<file path="config.mk">
export PLATFORM = sky130hd
export DESIGN_NAME = jsrr_ctrl
export DESIGN_NICKNAME = d
export VERILOG_FILES = /design/src/hw/rtl/jsrr_pkg.sv /design/src/hw/rtl/jsrr_ctrl.sv
export SDC_FILE = /design/constraint.sdc
export NUM_CORES = 1
export LEC_CHECK = 0
export BUFFER_PORTS_ARGS = -buffer_cell sky130_fd_sc_hd__buf_4
export CAP_MARGIN = 10
export CORE_AREA = 2 2 39 41
export DETAILED_ROUTE_END_ITERATION = 10
export DIE_AREA = 0 0 41 43
export GPL_TIMING_DRIVEN = 0
export PLACE_DENSITY_LB_ADDON = 0.2
export RECOVER_POWER = 50
export SLEW_MARGIN = 15
export SYNTH_ARGS = -nofsm -noshare
export SYNTH_HDL_FRONTEND = slang
export SYNTH_SLANG_ARGS = --single-unit
</file>
<file path="constraint.sdc">
create_clock -name clk_i -period 1.28 [get_ports clk_i]
set_input_delay 0.128 -clock clk_i [delete_from_list [all_inputs] [get_ports clk_i]]
set_output_delay 0.128 -clock clk_i [all_outputs]
set_load 0.01 [all_outputs]
</file>
<file path="src/hw/rtl/jsrr_pkg.sv">
`timescale 1ns / 1ps
// Package for the jog step-rate ramp: widths, constants, codes and the
// command/status structs shared by the controller and the datapath.
// No dependencies.
package jsrr_pkg;

  // Field widths
  localparam int unsigned FUNC_W   = 2;
  localparam int unsigned SW_W     = 6;
  localparam int unsigned XPOS_W   = 32;   // position fields on the channels
  localparam int unsigned AXIS_W   = 2;
  localparam int unsigned RATE_W   = 16;
  localparam int unsigned STEP_W   = 8;
  localparam int unsigned SKIP_W   = 8;
  localparam int unsigned PERIOD_W = 16;
  localparam int unsigned CFG_IDX_W  = 2;
  localparam int unsigned CFG_DATA_W = 16;

  // Parameter defaults
  localparam int unsigned POS_BITS_DEF = 32;
  localparam int unsigned AXES_DEF     = 3;

  // Timer period numerator and the divider built around it
  localparam int unsigned PERIOD_NUM = 1710000;
  localparam int unsigned NUM_BITS   = $clog2(PERIOD_NUM + 1);
  localparam int unsigned DIV_CNT_W  = $clog2(NUM_BITS);
  localparam logic [NUM_BITS-1:0] PERIOD_NUM_V = NUM_BITS'(PERIOD_NUM);

  // Ramp constants
  localparam logic [RATE_W:0]   DEAD_BAND  = (RATE_W+1)'(5);
  localparam logic [RATE_W-1:0] BRAKE_STEP = RATE_W'(10);

  // Switch masks: Z switches, Y switches, reverse switches
  localparam logic [SW_W-1:0] SW_Z_MASK   = 6'h24;
  localparam logic [SW_W-1:0] SW_Y_MASK   = 6'h12;
  localparam logic [SW_W-1:0] SW_REV_MASK = 6'h38;

  // Register reset values
  localparam logic [RATE_W-1:0] MIN_RATE_RST    = RATE_W'(100);
  localparam logic [STEP_W-1:0] RAMP_STEP_RST   = STEP_W'(1);
  localparam logic [RATE_W-1:0] TARGET_RATE_RST = RATE_W'(4000);
  localparam logic [SKIP_W-1:0] SKIP_RELOAD_RST = SKIP_W'(8);
  localparam logic [PERIOD_W-1:0] PERIOD_RST     = PERIOD_W'(PERIOD_NUM / 100);

  // Axis codes
  localparam logic [AXIS_W-1:0] AXIS_X = 2'd0;
  localparam logic [AXIS_W-1:0] AXIS_Y = 2'd1;
  localparam logic [AXIS_W-1:0] AXIS_Z = 2'd2;

  typedef enum logic [FUNC_W-1:0] {
    FUNC_START = 2'd0,
    FUNC_TIMER = 2'd1,
    FUNC_ABORT = 2'd2,
    FUNC_NOP   = 2'd3
  } func_e;

  typedef enum logic [CFG_IDX_W-1:0] {
    CFG_MIN_RATE    = 2'd0,
    CFG_RAMP_STEP   = 2'd1,
    CFG_TARGET_RATE = 2'd2,
    CFG_SKIP_RELOAD = 2'd3
  } cfg_idx_e;

  typedef enum logic [3:0] {
    S_IDLE = 4'b0001,
    S_EXEC = 4'b0010,
    S_DIV  = 4'b0100,
    S_PUSH = 4'b1000
  } state_e;

  // Controller to datapath
  typedef struct packed {
    logic capture;    // take the request payload
    logic exec;       // apply the request to the jog state
    logic div_start;  // recompute the timer period
    logic load_out;   // load the result register
  } ctrl_cmd_t;

  // Datapath to controller
  typedef struct packed {
    logic need_div;   // the request changes the rate
    logic div_done;   // period is ready
  } dp_status_t;

endpackage

</file>
<file path="src/hw/rtl/jsrr_ctrl.sv">
`timescale 1ns / 1ps
// Controller of the jog step-rate ramp: sequences capture, execution, the
// period division and the result register handshake. Depends on jsrr_pkg.
module jsrr_ctrl
  import jsrr_pkg::*;
(
  input  logic       clk_i,
  input  logic       rst_ni,
  input  logic       in_valid_i,
  output logic       in_ready_o,
  input  logic       out_ready_i,
  output logic       out_valid_o,
  input  dp_status_t status_i,
  output ctrl_cmd_t  cmd_o
);

  state_e state_q, state_d;
  logic   out_valid_q, out_valid_d;
  logic   out_free;

  assign out_free = !out_valid_q || out_ready_i;

  // Next state and commands
  always_comb begin
    state_d = state_q;
    cmd_o   = '0;
    unique case (state_q)
      S_IDLE: begin
        if (in_valid_i) begin
          cmd_o.capture = 1'b1;
          state_d       = S_EXEC;
        end
      end
      S_EXEC: begin
        cmd_o.exec = 1'b1;
        if (status_i.need_div) begin
          cmd_o.div_start = 1'b1;
          state_d         = S_DIV;
        end else begin
          state_d = S_PUSH;
        end
      end
      S_DIV: begin
        if (status_i.div_done) begin
          state_d = S_PUSH;
        end
      end
      S_PUSH: begin
        if (out_free) begin
          cmd_o.load_out = 1'b1;
          state_d        = S_IDLE;
        end
      end
      default: state_d = S_IDLE;
    endcase
  end

  // Result valid flag
  always_comb begin
    out_valid_d = out_valid_q;
    if (cmd_o.load_out) begin
      out_valid_d = 1'b1;
    end else if (out_ready_i) begin
      out_valid_d = 1'b0;
    end
  end

  always_ff @(posedge clk_i or negedge rst_ni) begin
    if (!rst_ni) begin
      state_q     <= S_IDLE;
      out_valid_q <= 1'b0;
    end else begin
      state_q     <= state_d;
      out_valid_q <= out_valid_d;
    end
  end

  assign in_ready_o  = (state_q == S_IDLE);
  assign out_valid_o = out_valid_q;

endmodule

</file>
# After elaboration in Yosys (flattened, before gate mapping)
# Cells that the tools add are included.
[word_totals] output_inout_bits=6 elab_cells=26 in_bits=6 regBits=5
[op_classes] n_eq_ne=7 mux=13 n_reduce_logical=4
[op_table] cell="$mux W4" n=4
[op_table] cell="$pmux W4 S4" n=1
[op_table] cell="$mux W1" n=7
[op_table] cell="$ne A2 B2 Y1 const B" n=3
[op_table] cell="$eq A4 B1 Y1 const B" n=1
[op_table] cell="$eq A4 B2 Y1 const B" n=1
[op_table] cell="$eq A4 B3 Y1 const B" n=1
[op_table] cell="$eq A4 B4 Y1 const B" n=1
[op_table] cell="$reduce_and A3 Y1" n=1
[op_table] cell="$mux W2" n=1
[op_table] cell="$reduce_bool A2 Y1" n=1
[op_table] cell="$logic_not A1 Y1" n=1
[op_table] cell="$logic_or A1 B1 Y1" n=1

# Logic depth before layout (Yosys ltp)
[logic_depth] depth_word=5 depth_mapped=4 ltp_nobuf=3

# Worst setup path before layout
# Ideal clock, no wire load.
[synth_timing] kind="register to register" start="register state_q[0]" end="register state_q[0]" stages_incl_launch_ff=4 arrival_ns=1.107 slack_ns=0.081 period_less_slack_ns=1.199 t_required_ns=1.188 setup_time_ns=0.092 path_buffers=0 cell_sequence="dfstp_2 nor4b_4 and2_4 a211oi_2"
[synth_between] elab_chain_len=3 elab_cells_between_ends=9 cone_classes="7 x eq/ne; 1 x mux; 1 x reduce/logical"
[synth_rtl] element="start, declared" line_no="jsrr_ctrl.sv:17" source="state_e state_q, state_d;"
[synth_rtl] element="start signal, assigned" line_no="jsrr_ctrl.sv:73" source="state_q <= state_d;"
[synth_rtl] element="$eq A4 B1 Y1 *"
[synth_rtl] element="net in_ready_o" line_no="jsrr_ctrl.sv:10" source="output logic in_ready_o,"
[synth_rtl] element="$ne A2 B2 Y1 (no line)"
[synth_rtl] element="$reduce_and A3 Y1 (no line)"
# Mark *: on every way through the listed nets, which the timed path passes. The rest lies on a longest branch.
# A chain may end at the register's enable or synchronous reset.

==> impl_results.md <==
* Status: finished, violations left
* Failing checks: negative setup slack
* VDD IR max at 0.000933 V
* Die Footprint at 1760 um2
* Fin. Hold Viols at 0
* Routed len/inst at 11.0 um
* R2R Setup Slk at 0 ns
* Routability cong. at 0.726
* Max Fclk at 0.693 GHz
* Arr. time, crit path at 1.31 ns
* Slowest cell on crit path: dfstp_2
* Ports at 12
* Maxcap violations at 0
* Fin nets at 67
* GRT overflow at 0
* Initial antenna violation count at 0
* DRT iter0 DRCs at 3
* Synthesized area per cell at 10.5 um2
* Filler cells at 131
* CTS sink count at 5
* Slowest stage delay, CP at 0.57 ns
* Area contributors post-synth: dfrtp_1 31%, nor4b_4 15%, dfstp_2 8.1%, a211oi_2 3.8%, a31oi_1 3.8%
* Rows at 14
* PortBufs at 11
* Design Area, Final at 591 um2
* Hold Path Class: in -> reg
* Switch Pwr at 0.000327 W
* H-tree depth at 1
* Area growth syn-to-layout at 81.5%
* ANT cells at 0
* Slew Limit Fails at 0
* Placed Area at 428 um2
* Met3 routed WL at 48 um
* Final period utilization at 113%
* Clk slew on worst S/H paths at 0.04 ns
* Layout cells sized above 1 at 63.3%
* Most frequent cells in the layout: 21 x buf_4, 4 x buf_6, 3 x inv_1, 3 x clkbuf_4
* Post-synth cell types at 20
* First-pass GRT wire length at 1380 um
* Crit path kind: reg -> out
* Skew final at 0.00255 ns
* Clock root cell: clkbuf_4
* Yosys top cell area share at 30.8%
* Worst-Skew Late Latency at 0.24 ns
* CTS Buf Count at 3
* Wl on met1 at 302 um
* Syn nets at 37
* Critical Path Fanout Max at 4
* Die height at 43 um
* Final Critical Period at 1.44 ns
* Switching Fraction at 31.9%
* Relative slew slack at 83.8%
* Largest net degree at the start of global routing at 9
* Final Non-Filler Cells at 76
* Final antenna-violating net count at 0
* Delay-heaviest family, CP: flip-flops
* Vias in the first global route at 339
* CP startpoint kind: register
* #FFs+latches synth at 5
* Via density per instance at 4.47
* Register area at 129 um2
* Max clock buf depth at 2
* Leakage at 0.273 nW
* Initial Utilization at 23.5%
* Worst-margin pin slew at 0.244 ns
* Worst hold margin at 0.108 ns
* Synth area leader: dfrtp_1
* RSZ-0062 raised after global routing: true
* Final setup vio count at 5
* Max Used Layer: met3
* Core area at 1380 um2
* Via count at 340
* Overall global routing resource usage at 12.3%
* TNS Setup at -0.636 ns
* CTS tree: done
* Placed cell count at 58
* Synth warn at 0
* Clock power frac at 17.2%
* Comb power frac at 56.1%
* Multi-input gate area at 188 um2
* PwrDens at 1740 nW/um2
* DR WL met2 at 484 um
* Mapped Cells at 31
* Critical path cell sequence: nor4b_4 -> and2_4 -> buf_6
* Seq pwr share at 26.7%
* Total wire length at 835 um
* Sequential area share after synthesis at 38.8%
* Post-Syn Area at 325 um2
* Commonest non-fill, non-tap cell in the layout: buf_4
* Pre-CTS WS at 0.0209 ns
* DRC viols at 0
* Power Internal at 0.000698 W
* Worst path required time at 1.15 ns
* CP endpoint kind: primary output
* Worst Setup Slack, final at -0.163 ns
* Drt first pass iters at 4
* CP Buf/Inv Count at 1
* Die Wd at 41 um
[registers in the layout (all words and copies together), names as in the netlist]
name	flops
state_q	4
out_valid_o	1
[power groups by stage]
stage / registers [W] / clock network, W / logic, W
detailed placement: 0.000282 / 0 / 0.000331
finish: 0.000273 / 0.000177 / 0.000575
global placement: 0.000280 / 0 / 0.000330
CTS: 0.000265 / 0.000185 / 0.000524
floorplan: 0.000267 / 0 / 0.000223
global route: 0.000280 / 0.000200 / 0.000627
[synth_stat cells]
cell / count
dfrtp_1: 4
dfstp_2: 1
nor3b_1: 1
a211oi_2: 1
a31oi_1: 2
inv_1: 3
o21ai_0: 1
nor2_1: 3
and2_4: 1
nor4b_1: 1
buf_6: 1
nand4bb_1: 1
nand3_1: 1
and2_1: 2
nor3_1: 1
nor4b_4: 2
o21ai_1: 1
nand4_1: 1
a21oi_1: 2
buf_4: 1
[cell type report]
type                            instances  share of cell area (%)
Multi-Input combinational cell         21                    31.8
Clock buffer                            4                    4.45
Buffer                                  2                    3.18
Inverter                                3                    1.91
Sequential cell                         5                    21.8
Timing Repair Buffer                   25                    33.5
Tap cell                               16                    3.39
[cells by family (layout without fill, tap and decap cells)]
logic type      after synthesis  after routing  synth area share, %
simple gates                 14             14                 38.1
compound gates                7              7                 13.8
flops                         5              5                 38.8
buf+inv                       5             34                 9.23
[path summary, 6_finish.rpt]
kind	start	end	depth (start not counted)
min reg2reg	state_q[0]	state_q[0]	2
max in group asynchronous	rst_ni	state_q[0]	2
min	out_ready_i	out_valid_o	2
min in group asynchronous	rst_ni	state_q[3]	2
max	state_q[0]	cmd_o[3]	3
max reg2reg	state_q[0]	state_q[0]	5
[per-layer routing]
| layer | GRT usage (%) | up-vias |
|---|---|---|
| met3 | 6.28 | 0 |
| met1 | 13.4 | 162 |
| met2 | 18.8 | 10 |
| li1 | - | 168 |
| met5 | 0 | - |
| met4 | 6.00 | 0 |
[per-stage QoR]
step	util [%]	power [W]
floorplan	-	0.000491
global placement	30.9	0.000610
detailed placement	30.9	0.000614
CTS	39.6	0.000974
global route	42.7	0.00111
finish	42.7	0.00103
[repair_timing]
action,in CTS,in global routing
setup buffers,9,4
setup endpoints to repair,5,5
hold buffers,1,0
pin swaps,3,1
endpoints found under the hold margin,5,0
gates resized for setup,6,3
No activity file was read; power rests on OpenSTA's default activity.
