--- config.mk ---
export PLATFORM = sky130hd
export DESIGN_NAME = jsrr_datapath
export DESIGN_NICKNAME = d
export VERILOG_FILES = /design/src/hw/rtl/jsrr_pkg.sv /design/src/hw/rtl/jsrr_div.sv /design/src/hw/rtl/jsrr_datapath.sv
export SDC_FILE = /design/constraint.sdc
export NUM_CORES = 1
export LEC_CHECK = 0
export BUFFER_PORTS_ARGS = -buffer_cell sky130_fd_sc_hd__buf_2
export CAP_MARGIN = 20
export CORE_MARGIN = 3
export CORE_UTILIZATION = 42
export CTS_BUF_LIST = sky130_fd_sc_hd__clkbuf_4 sky130_fd_sc_hd__clkbuf_8
export CTS_CLUSTER_DIAMETER = 80
export DETAILED_ROUTE_END_ITERATION = 16
export PLACE_DENSITY_LB_ADDON = 0.15
export SLEW_MARGIN = 40
export SYNTH_ARGS = -nofsm -noshare
export SYNTH_HDL_FRONTEND = slang
export SYNTH_SLANG_ARGS = --single-unit
--- constraint.sdc ---
create_clock -name clk_i -period 11.97 [get_ports clk_i]
set_input_delay 2.9925 -clock clk_i [delete_from_list [all_inputs] [get_ports clk_i]]
set_output_delay 2.9925 -clock clk_i [all_outputs]
set_load 0.02 [all_outputs]
--- src/hw/rtl/jsrr_pkg.sv ---
`timescale 1ns / 1ps
// Package for the jog step-rate ramp: widths, constants, codes and the
// command/status structs shared by the controller and the datapath.
// No dependencies.
package jsrr_pkg;

  // Field widths
  localparam int unsigned FUNC_W   = 2;
  localparam int unsigned SW_W     = 6;
  localparam int unsigned XPOS_W   = 32;   // position fields on the channels
  localparam int unsigned AXIS_W   = 2;
  localparam int unsigned RATE_W   = 16;
  localparam int unsigned STEP_W   = 8;
  localparam int unsigned SKIP_W   = 8;
  localparam int unsigned PERIOD_W = 16;
  localparam int unsigned CFG_IDX_W  = 2;
  localparam int unsigned CFG_DATA_W = 16;

  // Parameter defaults
  localparam int unsigned POS_BITS_DEF = 32;
  localparam int unsigned AXES_DEF     = 3;

  // Timer period numerator and the divider built around it
  localparam int unsigned PERIOD_NUM = 1710000;
  localparam int unsigned NUM_BITS   = $clog2(PERIOD_NUM + 1);
  localparam int unsigned DIV_CNT_W  = $clog2(NUM_BITS);
  localparam logic [NUM_BITS-1:0] PERIOD_NUM_V = NUM_BITS'(PERIOD_NUM);

  // Ramp constants
  localparam logic [RATE_W:0]   DEAD_BAND  = (RATE_W+1)'(5);
  localparam logic [RATE_W-1:0] BRAKE_STEP = RATE_W'(10);

  // Switch masks: Z switches, Y switches, reverse switches
  localparam logic [SW_W-1:0] SW_Z_MASK   = 6'h24;
  localparam logic [SW_W-1:0] SW_Y_MASK   = 6'h12;
  localparam logic [SW_W-1:0] SW_REV_MASK = 6'h38;

  // Register reset values
  localparam logic [RATE_W-1:0] MIN_RATE_RST    = RATE_W'(100);
  localparam logic [STEP_W-1:0] RAMP_STEP_RST   = STEP_W'(1);
  localparam logic [RATE_W-1:0] TARGET_RATE_RST = RATE_W'(4000);
  localparam logic [SKIP_W-1:0] SKIP_RELOAD_RST = SKIP_W'(8);
  localparam logic [PERIOD_W-1:0] PERIOD_RST     = PERIOD_W'(PERIOD_NUM / 100);

  // Axis codes
  localparam logic [AXIS_W-1:0] AXIS_X = 2'd0;
  localparam logic [AXIS_W-1:0] AXIS_Y = 2'd1;
  localparam logic [AXIS_W-1:0] AXIS_Z = 2'd2;

  typedef enum logic [FUNC_W-1:0] {
    FUNC_START = 2'd0,
    FUNC_TIMER = 2'd1,
    FUNC_ABORT = 2'd2,
    FUNC_NOP   = 2'd3
  } func_e;

  typedef enum logic [CFG_IDX_W-1:0] {
    CFG_MIN_RATE    = 2'd0,
    CFG_RAMP_STEP   = 2'd1,
    CFG_TARGET_RATE = 2'd2,
    CFG_SKIP_RELOAD = 2'd3
  } cfg_idx_e;

  typedef enum logic [3:0] {
    S_IDLE = 4'b0001,
    S_EXEC = 4'b0010,
    S_DIV  = 4'b0100,
    S_PUSH = 4'b1000
  } state_e;

  // Controller to datapath
  typedef struct packed {
    logic capture;    // take the request payload
    logic exec;       // apply the request to the jog state
    logic div_start;  // recompute the timer period
    logic load_out;   // load the result register
  } ctrl_cmd_t;

  // Datapath to controller
  typedef struct packed {
    logic need_div;   // the request changes the rate
    logic div_done;   // period is ready
  } dp_status_t;

endpackage

--- src/hw/rtl/jsrr_div.sv ---
`timescale 1ns / 1ps
// Restoring divider: fixed numerator over the step rate, one quotient bit per
// cycle, result saturated to the timer width. Depends on jsrr_pkg.
module jsrr_div
  import jsrr_pkg::*;
(
  input  logic                clk_i,
  input  logic                rst_ni,
  input  logic                start_i,
  input  logic [RATE_W-1:0]   divisor_i,
  output logic                done_o,
  output logic [PERIOD_W-1:0] quotient_o
);

  logic                 busy_q, busy_d;
  logic                 done_q, done_d;
  logic [DIV_CNT_W-1:0] cnt_q, cnt_d;
  logic [RATE_W-1:0]    rem_q, rem_d;
  logic [NUM_BITS-1:0]  quo_q, quo_d;

  logic [RATE_W:0]      rem_sh;
  logic [RATE_W:0]      rem_sub;
  logic                 ge;

  // One restoring step: shift in the next numerator bit, trial subtract
  always_comb begin
    rem_sh  = {rem_q, PERIOD_NUM_V[cnt_q]};
    rem_sub = rem_sh - {1'b0, divisor_i};
    ge      = (rem_sh >= {1'b0, divisor_i});
  end

  // Sequencing
  always_comb begin
    busy_d = busy_q;
    done_d = 1'b0;
    cnt_d  = cnt_q;
    rem_d  = rem_q;
    quo_d  = quo_q;
    if (start_i) begin
      busy_d = 1'b1;
      cnt_d  = DIV_CNT_W'(NUM_BITS - 1);
      rem_d  = '0;
      quo_d  = '0;
    end else if (busy_q) begin
      // remainder stays below the divisor, so the top bit drops out
      rem_d = ge ? rem_sub[RATE_W-1:0] : rem_sh[RATE_W-1:0];
      quo_d = {quo_q[NUM_BITS-2:0], ge};
      if (cnt_q == '0) begin
        busy_d = 1'b0;
        done_d = 1'b1;
      end else begin
        cnt_d = cnt_q - DIV_CNT_W'(1);
      end
    end
  end

  always_ff @(posedge clk_i or negedge rst_ni) begin
    if (!rst_ni) begin
      busy_q <= 1'b0;
      done_q <= 1'b0;
      cnt_q  <= '0;
    end else begin
      busy_q <= busy_d;
      done_q <= done_d;
      cnt_q  <= cnt_d;
    end
  end

  always_ff @(posedge clk_i) begin
    rem_q <= rem_d;
    quo_q <= quo_d;
  end

  // A zero divisor yields all ones and so saturates as well
  assign done_o     = done_q;
  assign quotient_o = (|quo_q[NUM_BITS-1:PERIOD_W]) ? '1 : quo_q[PERIOD_W-1:0];

endmodule

--- src/hw/rtl/jsrr_datapath.sv ---
`timescale 1ns / 1ps
// Datapath of the jog step-rate ramp: configuration registers, jog state,
// rate ramp, position counter, period divider and result register.
// Depends on jsrr_pkg and jsrr_div.
module jsrr_datapath
  import jsrr_pkg::*;
#(
  parameter int unsigned POS_BITS = POS_BITS_DEF,
  parameter int unsigned AXES     = AXES_DEF
) (
  input  logic                     clk_i,
  input  logic                     rst_ni,
  // configuration
  input  logic                     cfg_we_i,
  input  logic [CFG_IDX_W-1:0]     cfg_idx_i,
  input  logic [CFG_DATA_W-1:0]    cfg_wdata_i,
  // request payload
  input  logic [FUNC_W-1:0]        func_i,
  input  logic [SW_W-1:0]          switches_i,
  input  logic                     limit_active_i,
  input  logic signed [XPOS_W-1:0] start_position_i,
  // control
  input  ctrl_cmd_t                cmd_i,
  output dp_status_t               status_o,
  // result payload
  output logic                     step_pulse_o,
  output logic [AXIS_W-1:0]        axis_o,
  output logic                     direction_o,
  output logic signed [XPOS_W-1:0] position_o,
  output logic [PERIOD_W-1:0]      timer_period_o,
  output logic                     active_o,
  output logic [RATE_W-1:0]        current_rate_o
);

  // Configuration registers
  logic [RATE_W-1:0] min_rate_q;
  logic [STEP_W-1:0] ramp_step_q;
  logic [RATE_W-1:0] target_rate_q;
  logic [SKIP_W-1:0] skip_reload_q;

  always_ff @(posedge clk_i or negedge rst_ni) begin
    if (!rst_ni) begin
      min_rate_q    <= MIN_RATE_RST;
      ramp_step_q   <= RAMP_STEP_RST;
      target_rate_q <= TARGET_RATE_RST;
      skip_reload_q <= SKIP_RELOAD_RST;
    end else if (cfg_we_i) begin
      unique case (cfg_idx_e'(cfg_idx_i))
        CFG_MIN_RATE:    min_rate_q    <= cfg_wdata_i[RATE_W-1:0];
        CFG_RAMP_STEP:   ramp_step_q   <= cfg_wdata_i[STEP_W-1:0];
        CFG_TARGET_RATE: target_rate_q <= cfg_wdata_i[RATE_W-1:0];
        CFG_SKIP_RELOAD: skip_reload_q <= cfg_wdata_i[SKIP_W-1:0];
        default:         ;
      endcase
    end
  end

  // Captured request
  func_e                    func_q;
  logic [SW_W-1:0]          sw_q;
  logic                     limit_q;
  logic signed [XPOS_W-1:0] start_q;

  always_ff @(posedge clk_i) begin
    if (cmd_i.capture) begin
      func_q  <= func_e'(func_i);
      sw_q    <= switches_i;
      limit_q <= limit_active_i;
      start_q <= start_position_i;
    end
  end

  // Jog state
  logic                running_q, running_d;
  logic [SW_W-1:0]     latched_q, latched_d;
  logic [AXIS_W-1:0]   axis_q, axis_d;
  logic                reverse_q, reverse_d;
  logic [RATE_W-1:0]   rate_q, rate_d;
  logic [SKIP_W-1:0]   skip_q, skip_d;
  logic [POS_BITS-1:0] pos_q, pos_d;
  logic                pulse_q, pulse_d;
  logic [PERIOD_W-1:0] period_q;

  // Ramp toward the target with a dead band, and the brake step
  logic [RATE_W:0]   rate_up;
  logic [RATE_W-1:0] rate_r1;
  logic [RATE_W-1:0] rate_ramp;
  logic [RATE_W-1:0] rate_brake;
  logic [AXIS_W-1:0] axis_dec;
  logic              div_done;
  logic [PERIOD_W-1:0] div_quo;

  always_comb begin
    rate_up = {1'b0, rate_q} + {{(RATE_W+1-STEP_W){1'b0}}, ramp_step_q};
    if (({1'b0, rate_q} + DEAD_BAND) < {1'b0, target_rate_q}) begin
      rate_r1 = rate_up[RATE_W] ? '1 : rate_up[RATE_W-1:0];
    end else begin
      rate_r1 = rate_q;
    end
    if ({1'b0, rate_r1} > ({1'b0, target_rate_q} + DEAD_BAND)) begin
      rate_ramp = (rate_r1 > RATE_W'(ramp_step_q)) ? rate_r1 - RATE_W'(ramp_step_q) : '0;
    end else begin
      rate_ramp = rate_r1;
    end
    rate_brake = (rate_q > BRAKE_STEP) ? rate_q - BRAKE_STEP : '0;
  end

  // Axis from the switches: Z beats Y beats X, clipped to the axes present
  always_comb begin
    if (|(sw_q & SW_Z_MASK)) begin
      axis_dec = AXIS_Z;
    end else if (|(sw_q & SW_Y_MASK)) begin
      axis_dec = AXIS_Y;
    end else begin
      axis_dec = AXIS_X;
    end
    if (axis_dec >= AXIS_W'(AXES)) begin
      axis_dec = AXIS_W'(AXES - 1);
    end
  end

  // Request execution
  always_comb begin
    running_d = running_q;
    latched_d = latched_q;
    axis_d    = axis_q;
    reverse_d = reverse_q;
    rate_d    = rate_q;
    skip_d    = skip_q;
    pos_d     = pos_q;
    pulse_d   = 1'b0;
    unique case (func_q)
      FUNC_START: begin
        if (sw_q != '0) begin
          axis_d    = axis_dec;
          reverse_d = |(sw_q & SW_REV_MASK);
          latched_d = sw_q;
          pos_d     = POS_BITS'(start_q);
          rate_d    = min_rate_q;
          skip_d    = '0;
          running_d = 1'b1;
        end
      end
      FUNC_TIMER: begin
        if (running_q) begin
          if (skip_q == '0) begin
            if (limit_q && reverse_q) begin
              running_d = 1'b0;
            end
            if (sw_q == latched_q) begin
              rate_d = rate_ramp;
            end else if (rate_q > min_rate_q) begin
              rate_d = rate_brake;
            end else begin
              running_d = 1'b0;
            end
            pulse_d = 1'b1;
            pos_d   = reverse_q ? pos_q - POS_BITS'(1) : pos_q + POS_BITS'(1);
            skip_d  = skip_reload_q;
          end else begin
            skip_d = skip_q - SKIP_W'(1);
          end
        end
      end
      FUNC_ABORT: running_d = 1'b0;
      FUNC_NOP:   ;
      default:    ;
    endcase
  end

  always_ff @(posedge clk_i or negedge rst_ni) begin
    if (!rst_ni) begin
      running_q <= 1'b0;
      latched_q <= '0;
      axis_q    <= AXIS_X;
      reverse_q <= 1'b0;
      rate_q    <= MIN_RATE_RST;
      skip_q    <= '0;
      pos_q     <= '0;
      pulse_q   <= 1'b0;
      period_q  <= PERIOD_RST;
    end else begin
      if (cmd_i.exec) begin
        running_q <= running_d;
        latched_q <= latched_d;
        axis_q    <= axis_d;
        reverse_q <= reverse_d;
        rate_q    <= rate_d;
        skip_q    <= skip_d;
        pos_q     <= pos_d;
        pulse_q   <= pulse_d;
      end
      if (div_done) begin
        period_q <= div_quo;
      end
    end
  end

  // Period divider, run on the stored rate
  jsrr_div u_div (
    .clk_i      (clk_i),
    .rst_ni     (rst_ni),
    .start_i    (cmd_i.div_start),
    .divisor_i  (rate_q),
    .done_o     (div_done),
    .quotient_o (div_quo)
  );

  assign status_o.need_div = (rate_d != rate_q);
  assign status_o.div_done = div_done;

  // Result register
  logic                     o_pulse_q;
  logic [AXIS_W-1:0]        o_axis_q;
  logic                     o_dir_q;
  logic signed [XPOS_W-1:0] o_pos_q;
  logic [PERIOD_W-1:0]      o_period_q;
  logic                     o_active_q;
  logic [RATE_W-1:0]        o_rate_q;

  always_ff @(posedge clk_i) begin
    if (cmd_i.load_out) begin
      o_pulse_q  <= pulse_q;
      o_axis_q   <= axis_q;
      o_dir_q    <= reverse_q;
      o_pos_q    <= XPOS_W'(pos_q);
      o_period_q <= period_q;
      o_active_q <= running_q;
      o_rate_q   <= rate_q;
    end
  end

  assign step_pulse_o   = o_pulse_q;
  assign axis_o         = o_axis_q;
  assign direction_o    = o_dir_q;
  assign position_o     = o_pos_q;
  assign timer_period_o = o_period_q;
  assign active_o       = o_active_q;
  assign current_rate_o = o_rate_q;

endmodule

# Yosys cells after proc, flatten, opt, wreduce, memory -nomap -nowiden
# Memories as Yosys holds them, arrays and structs flattened.
# Cells that the tools add are included.
[totals]
register_bits = 285
rom_bits = 32
inputBits = 66
out_inout_bits = 71
elab_cells = 126
memories = 1
[op_classes]
add_sub_neg = 10
magnitude_cmp = 8
n_eq_ne = 11
muxes = 45
n_reduce_logical = 22
[mem_list]
columns = ["memory", "words", "word_bits", "rd", "rd_ports_with_merged_regs", "wr", "line_no", "source"]
rows = [
  ["(name not given)", 32, 1, 1, 0, 0, "jsrr_div.sv:27", "rem_sh = {rem_q, PERIOD_NUM_V[cnt_q]};"],
]
[op_table]
columns = ["op", "count"]
rows = [
  ["two-way mux 16 bit", 12],
  ["two-way mux 32 bit", 4],
  ["one-hot mux 32 bit (2 select lines)", 1],
  ["adder 16 x 3 -> 17 bit (second input constant)", 2],
  ["adder 32 x 1 -> 32 bit (second input constant)", 1],
  ["one-hot mux 16 bit (2 select lines)", 1],
  ["subtractor 32 x 1 -> 32 bit (second input constant)", 1],
  ["two-way mux 8 bit", 3],
  ["adder 16 x 8 -> 17 bit", 1],
  [">= comparator 17 x 16 -> 1 bit", 1],
  ["greater-than comparator 16 x 17 -> 1 bit", 1],
  ["less-than comparator 17 x 16 -> 1 bit", 1],
  ["two-way mux 1 bit", 17],
  ["greater-than comparator 16 bit", 1],
  ["greater-than comparator 16 x 4 -> 1 bit (second input constant)", 1],
  ["greater-than comparator 16 x 8 -> 1 bit", 1],
  ["inequality test 16 bit", 1],
  ["one-hot mux 8 bit (2 select lines)", 1],
  ["subtractor 16 bit", 1],
  ["subtractor 16 x 4 -> 16 bit (second input constant)", 1],
  ["subtractor 16 x 8 -> 16 bit", 1],
  ["two-way mux 5 bit", 3],
  ["AND reduction 2 bit", 5],
  ["logical NOT 8 bit", 1],
  ["22 further kinds", 33],
]

# Logic depth before layout (Yosys ltp)
# Gate-level depths: netlist (run 1).
[logic_depth]
depth_word = 11
depth_mapped = 34
ltp_nobuf = 31

# By module
# Synthesis (run 1) repeated with hierarchy kept, for this count alone.
[hier_totals]
hier_cells = 1847
area_unflattened_um2 = 17930.9
[modules_own_cells]
columns = ["mod", "n_inst", "cells_each", "area_each_um2", "seq_area_each_um2"]
rows = [
  ["jsrr_datapath", 1, 1486, 14885.5, 6606.3],
  ["jsrr_div", 1, 361, 3045.4, 915.9],
]

# Least setup slack after synthesis (run 1)
# Ideal clock, no wire load.
[synth_timing]
path_kind = "register to output"
start = "reg rate_q[2]"
end = "out status_o[1] in the netlist's numbering"
t_arrival_ns = 7.781
t_required_ns = 8.977
path_slack_ns = 1.196
path_stages_with_launch = 32
n_path_buf = 2
path_cell_list = "dfstp_2 > clkbuf_1 > clkinv_1 > ha_1 > a21oi_1 > nor2_1 > nand3_1 > nor3_1 > xnor2_1 > ha_1 > and2_1 > nand2_2 > and4b_1 > o21a_1 > buf_2 > nor4_1 > mux2_2 > ha_1 > nand4_1 > or4_1 > a311oi_1 > inv_1 > a2111o_1 > o311ai_1 > nand2_2 > or4_4 > o211ai_2 > nand2_1 > a32o_1 > a21oi_1 > nand4b_1 > or4_1"
[synth_rtl]
columns = ["item", "line_no", "source"]
rows = [
  ["start: declaration", "jsrr_datapath.sv:78", "logic [RATE_W-1:0] rate_q, rate_d;"],
  ["start signal: assignment", "jsrr_datapath.sv:188", "rate_q <= rate_d;"],
  ["end: declaration", "jsrr_datapath.sv:24", "output dp_status_t status_o,"],
]

==> results.yml, run 1 <==
global_route:
  grt.overflow.total: 0
  antenna_found_initial: 1
  grt.busiest_layer: "met2"
  use_met2_pct: 37.2
  grt_use_met3_pct: 4.76
  use_met1_pct: 31.7
  grt_pass1_wl_um: 80800
  grt_usage_pct: 23.5
  grt_max_degree: 63
  first_global_vias: 14320
floorplanning:
  die_w_um: 208
  rows: 73
  fp.coreArea_sq_um: 40100
  start_util_pct: 42.9
  ios: 137
  dieHeight_um: 208
  dieArea_sq_um: 43500
route:
  vias_per_cell: 5.70
  drtIter0Drc: 1114
  antenna_left: 0
  vias: 14270
  drt-total-wl_um: 51800
  drc: 0
  drt_pass1_iterations: 6
  drt-wirelength-per-cell_um: 20.7
power:
  p_leak_nw: 8.57
  p_total_mw: 5.20
  powerDensity_nw_per_um2: 260
  irDropWorstVdd_uv: 113
clock_tree:
  numCtsBuffers: 52
  clock-sinks: 285
  clk_path_buf_depth: 3
  htree_levels: 2
  cts_tree: "built"
  cts_hold_buffers: 0
  cts_root_buffer: "clkbuf_8"
  clk_pin_slew_ns: 0.06
  clock_latency_ns: 0.63
timing:
  slew_viol_final: 0
  setup_violations: 0
  maxSlewHeadroom_pct: 43.6
  skew_ns: 0.0419
  whs_ns: 0.453
  grt_setup_unrepaired: "false"
  fin_setup_tns_ns: 0
  worstMarginPinSlew_ns: 0.844
  finalCriticalPeriod_ns: 11.61
  finalHoldViolCount: 0
  fmax_mhz: 86.1
  fin_crit_sh_pct: 97.0
worst_setup_path:
  cp_data_arrival_time_ns: 8.62
  critPathKind: "reg -> out"
  cp-start-kind: "register"
  crit_path_end_kind: "output port"
  crit_required_ns: 8.98
  cp_max_fo: 14
layout:
  layout-drive-gt1-share_pct: 19.8
  finalNetCount: 2124
  areaGrowthSynthToFinish_pct: 16.0
  n_antenna_cell: 0
  layout_commonest_cell: "nor2_1"
  fin_cells: 2503
  final_cell_mix: "nor2_1, nand2_1, buf_2, o21ai_0, ha_1"
  finalCoreUtilization_pct: 49.8
placed_design:
  dp_hpwl_um: 37200
  portBuffers: 136
  place.gp.congestion: 0.968
  dpl.cell_count: 2384
synthesis:
  ys.flop_type: "dfrtp_1"
  synth_nets: 1948
  avgSynthCellArea_sq_um: 9.79
  ys_seq_area_share_pct: 43.7
  synth-async-reset-ratio_pct: 48.4
  synth_cells: 1759
  yosysUniqueCellTypes: 96
  yosysWarnings: 0
  netlist_area_sq_um: 17200
  synth_edf_count: 110
  synth_seq_cells: 285
job:
  max_cap_viol_count: 0
min_path:
  hold_class: "reg -> reg"
run_status:
  status: "completed"
[logic make-up (layout without fill, tap and decap cells)]
| kind of cell | count (synthesis) | after routing | share of synthesized area, % |
|---|---|---|---|
| buf+inv | 163 | 380 | 3.76 |
| mux | 109 | 109 | 6.66 |
| simple gates | 528 | 530 | 14.5 |
| compound gates | 463 | 463 | 17.8 |
| fa+ha+maj | 123 | 123 | 9.11 |
| flops | 285 | 285 | 43.7 |
| xor+xnor | 88 | 88 | 4.48 |
[worst max-delay path, stage by stage (launching register included)]
cell	delay [ns]
dfstp_4	0.68
buf_4	0.17
nor2_1	0.06
or3_1	0.53
nor2_1	0.19
xnor2_1	0.13
ha_1	0.26
and3_1	0.21
a221oi_2	0.40
o221ai_4	0.26
nor2_4	0.37
buf_4	0.18
nor2_1	0.03
a31oi_1	0.45
fa_1	0.39
o21ai_0	0.23
a211oi_1	0.43
a211oi_1	0.16
o21ai_2	0.44
a2111oi_4	0.14
buf_4	0.22
o311ai_1	0.31
a31oi_1	0.20
a221o_1	0.40
a211oi_1	0.19
nand4b_1	0.14
or4_1	0.62
buf_2	0.20
[report_power, final]
| part | leakage, nW | total, mW | switching [mW] | internal [mW] |
|---|---|---|---|---|
| Clock | 0.604 | 0.996 | 0.418 | 0.578 |
| Combinational | 4.92 | 2.70 | 1.60 | 1.09 |
| Sequential | 3.04 | 1.50 | 0.200 | 1.30 |
[registers in the layout, indices dropped and copies added (netlist names), 6 cells and up]
register        flops
target_rate_q      16
u_div.quo_q        21
period_q           16
skip_reload_q       8
latched_q           6
sw_q                6
start_q            32
position_o         32
min_rate_q         16
skip_q              8
pos_q              32
timer_period_o     16
ramp_step_q         8
rate_q             16
u_div.rem_q        16
current_rate_o     16
[repair_timing]
item | in CTS | in global routing
endpoints found under the setup margin | 1 | 1
pin swaps | 1 | 3
buffers inserted | 0 | 20
resized for setup | 5 | 13
cloned | 1 | 1
[synth_stat cells (15+ instances only)]
master	number	area, sq um
nor2_1	161	604
nand2_1	154	578
o21ai_0	130	651
ha_1	119	1490
dfrtp_1	118	2950
edfxtp_1	110	3300
a21oi_1	103	515
inv_1	85	319
xnor2_1	67	587
mux2i_1	65	651
clkbuf_1	52	195
mux2_2	44	495
nand3_1	40	200
dfxtp_1	37	741
a21o_1	36	270
nor3_1	35	175
a211oi_1	21	158
xor2_1	21	184
dfstp_2	20	526
o21a_1	19	143
nor4_1	18	113
a31oi_1	17	106
nand2b_1	17	106
nand4_1	17	106
o22a_1	17	149
and3_1	15	93.8
nor2b_1	15	93.8
[metrics by stage]
step	worst slack [ns]	cell area (sq um)
2_1_floorplan	1.20	17200
4_1_cts	0.0200	19700
3_3_place_gp	0.590	18500
5_1_grt	0.0189	20000
6_report	0.357	20000
3_5_place_dp	0.461	18500
[routing by layer]
metal  part of all wire (%)  wire length (um)  vias up
met5                      0                 0        -
met4                    3.7              1900        0
met3                    6.3              3250      109
met2                     45             23400      459
met1                     45             23200     6905
li1                       -                 -     6797
[final cells by class]
type	count	area, sq um
fillers	3709	20100
multi-input cells	1313	9190
flip-flops and latches	285	7530
repair buffers	191	1110
clock buffers	85	1010
well taps	525	657
inverters	92	345
clock inverters	12	119
[final timing paths]
kind	slack, ns	startpoint	cells after the start	end
worst max-delay path	0.36	rate_q[2]	27	status_o[1]
worst min-delay path	0.45	period_q[4]	0	timer_period_o[4]
worst max register to register	4.64	rate_q[2]	29	rate_q[2]
worst min register to register	0.45	period_q[4]	0	timer_period_o[4]
max in group asynchronous	8.69	rst_ni	2	u_div.busy_q
min in group asynchronous	2.25	rst_ni	1	latched_q[5]
No activity file was read; power rests on OpenSTA's default activity.
==> inputs of run 2 (changes only) <==
--- a/config.mk
+++ b/config.mk
@@ -11,8 +11,8 @@
 export CORE_UTILIZATION = 42
 export CTS_BUF_LIST = sky130_fd_sc_hd__clkbuf_4 sky130_fd_sc_hd__clkbuf_8
-export CTS_CLUSTER_DIAMETER = 80
+export CTS_CLUSTER_DIAMETER = 100
 export DETAILED_ROUTE_END_ITERATION = 16
 export PLACE_DENSITY_LB_ADDON = 0.15
-export SLEW_MARGIN = 40
+export SLEW_MARGIN = 0
 export SYNTH_ARGS = -nofsm -noshare
 export SYNTH_HDL_FRONTEND = slang
==> constraint.sdc (replaced) <==
create_clock -name clk_i -period 11.97 [get_ports clk_i]
set_input_delay 0.5985 -clock clk_i [delete_from_list [all_inputs] [get_ports clk_i]]
set_output_delay 0.5985 -clock clk_i [all_outputs]
set_load 0.02 [all_outputs]
==> results.yml, run 2 (synthesized netlist as in run 1, its figures left out) <==
run_status:
  status: "completed"
worst_setup_path:
  critical-path-top-delay-family: "compound AO/OA/AOI/OAI gates"
  cp_slowest_cell: "dfstp_2"
  crit_path_end_kind: "output port"
  rrSetupSlack_ns: 3.56
  cp_data_arrival_time_ns: 9.92
  cp_max_fo: 28
  path_buf_inv: 3
  slowest_delay_ns: 0.74
  cp-start-kind: "register"
  crit_required_ns: 11.37
  critPathKind: "reg -> out"
  cp_common_cell: "ha_1"
global_route:
  grt_max_degree: 92
  grt.overflow.total: 0
  grt_usage_pct: 23.0
  grt_pass1_wl_um: 79200
  first_global_vias: 13926
  antenna_found_initial: 0
timing:
  setup_ws_ns: 1.45
  worstMarginPinSlew_ns: 1.05
  skew_ns: 0.0295
  fmax_mhz: 95.0
  maxSlewHeadroom_pct: 30.1
  finalHoldViolCount: 0
  slew_viol_final: 0
  whs_ns: 0.0528
  grt_setup_unrepaired: "false"
  fin_setup_tns_ns: 0
  fin_crit_sh_pct: 87.9
  finalCriticalPeriod_ns: 10.52
  setup_violations: 0
route:
  vias_per_cell: 5.66
  drtIter0Drc: 902
  vias: 13957
  antenna_left: 0
  drc: 0
  drt-wirelength-per-cell_um: 20.4
  drt_pass1_iterations: 5
  drt-total-wl_um: 50400
layout:
  final_cell_mix: "nor2_1, nand2_1, buf_2, o21ai_0, ha_1"
  fin_cells: 2466
  n_fill_cell: 3751
  multi_input_area_sq_um: 9060
  areaGrowthSynthToFinish_pct: 13.5
  seq_area_sq_um: 7520
  layout_commonest_cell: "nor2_1"
  layout-drive-gt1-share_pct: 17.8
  finalNetCount: 2087
placed_design:
  dpl.cell_count: 2371
  dp_hpwl_um: 36300
  portBuffers: 136
  place.gp.congestion: 0.932
  place_ws_ns: 2.29
clock_tree:
  cts_tree: "built"
  clk_path_buf_depth: 3
  clock_latency_ns: 0.62
  cts_root_buffer: "clkbuf_8"
  cts_setup_buffers: 0
  cts_hold_buffers: 0
  htree_levels: 2
  clock-sinks: 285
  cts_resized: 0
  numCtsBuffers: 50
  clk_pin_slew_ns: 0.07
floorplanning:
  die_w_um: 208
  dieHeight_um: 208
  start_util_pct: 42.9
  fp.coreArea_sq_um: 40100
  ios: 137
  rows: 73
  dieArea_sq_um: 43500
power:
  p_total_mw: 5.02
  powerDensity_nw_per_um2: 257
  irDropWorstVdd_uv: 135
  p_leak_nw: 8.37
job:
  max_cap_viol_count: 0
min_path:
  hold_class: "in -> async"
==> run 2: changes by cell type in the layout (fill, tap and decap cells not counted), moves of 2 or more <==
| cell | change |
|---|---|
| clkbuf_4 | -8 |
| buf_4 | -34 |
| clkinv_2 | +8 |
| buf_6 | -2 |
| clkinv_1 | -3 |
| nor4_1 | +2 |
| buf_2 | +2 |
==> run 2: power breakdown <==
group	internal, mW	switching [mW]	total, mW
logic	1.02	1.52	2.54
clock network	0.539	0.416	0.955
registers	1.30	0.225	1.53
==> run 2: through the flow <==
stage               utilization [%]  cell area [sq um]
detailed placement             46.0              18500
CTS                            48.7              19500
global route                   48.7              19500
finish                         48.7              19500
global placement               46.0              18400
floorplan                         -              17200
==> run 2: cell type report <==
class,count,share of cell area [%]
multi-input cells,1311,46.4
flip-flops and latches,285,38.5
clock buffers,78,4.95
repair buffers,158,4.44
well taps,525,3.36
inverters,92,1.77
clock inverters,16,0.602
diodes,1,0.0128
==> run 2: worst reg2reg max path: cells and delay by family (launching register included) <==
family,cells,cell delay (ns)
buf+inv,3,0.65
compound gates,10,3.04
flops,1,0.74
mux,1,0.10
fa+ha+maj,3,0.93
xor+xnor,1,0.14
simple gates,10,2.72
==> run 2: metal layers <==
metal	share of wire [%]	track usage [%]	wire length (um)	up-vias
met3	5.6	3.72	2820	75
met4	2.6	6.95	1290	0
met2	46	37.3	23300	426
li1	-	-	-	6717
met5	0	0	0	-
met1	46	31.7	23000	6739
==> run 2: path summary, 6_finish.rpt <==
| check | depth (start not counted) | to | startpoint |
|---|---|---|---|
| max in group asynchronous | 2 | u_div.busy_q | rst_ni |
| min in group clk_i | 1 | start_q[19] | start_position_i[19] |
| max | 30 | status_o[1] | rate_q[2] |
| min reg2reg | 0 | step_pulse_o | pulse_q |
| min | 1 | latched_q[5] | rst_ni |
| max reg2reg | 28 | rate_q[15] | rate_q[2] |
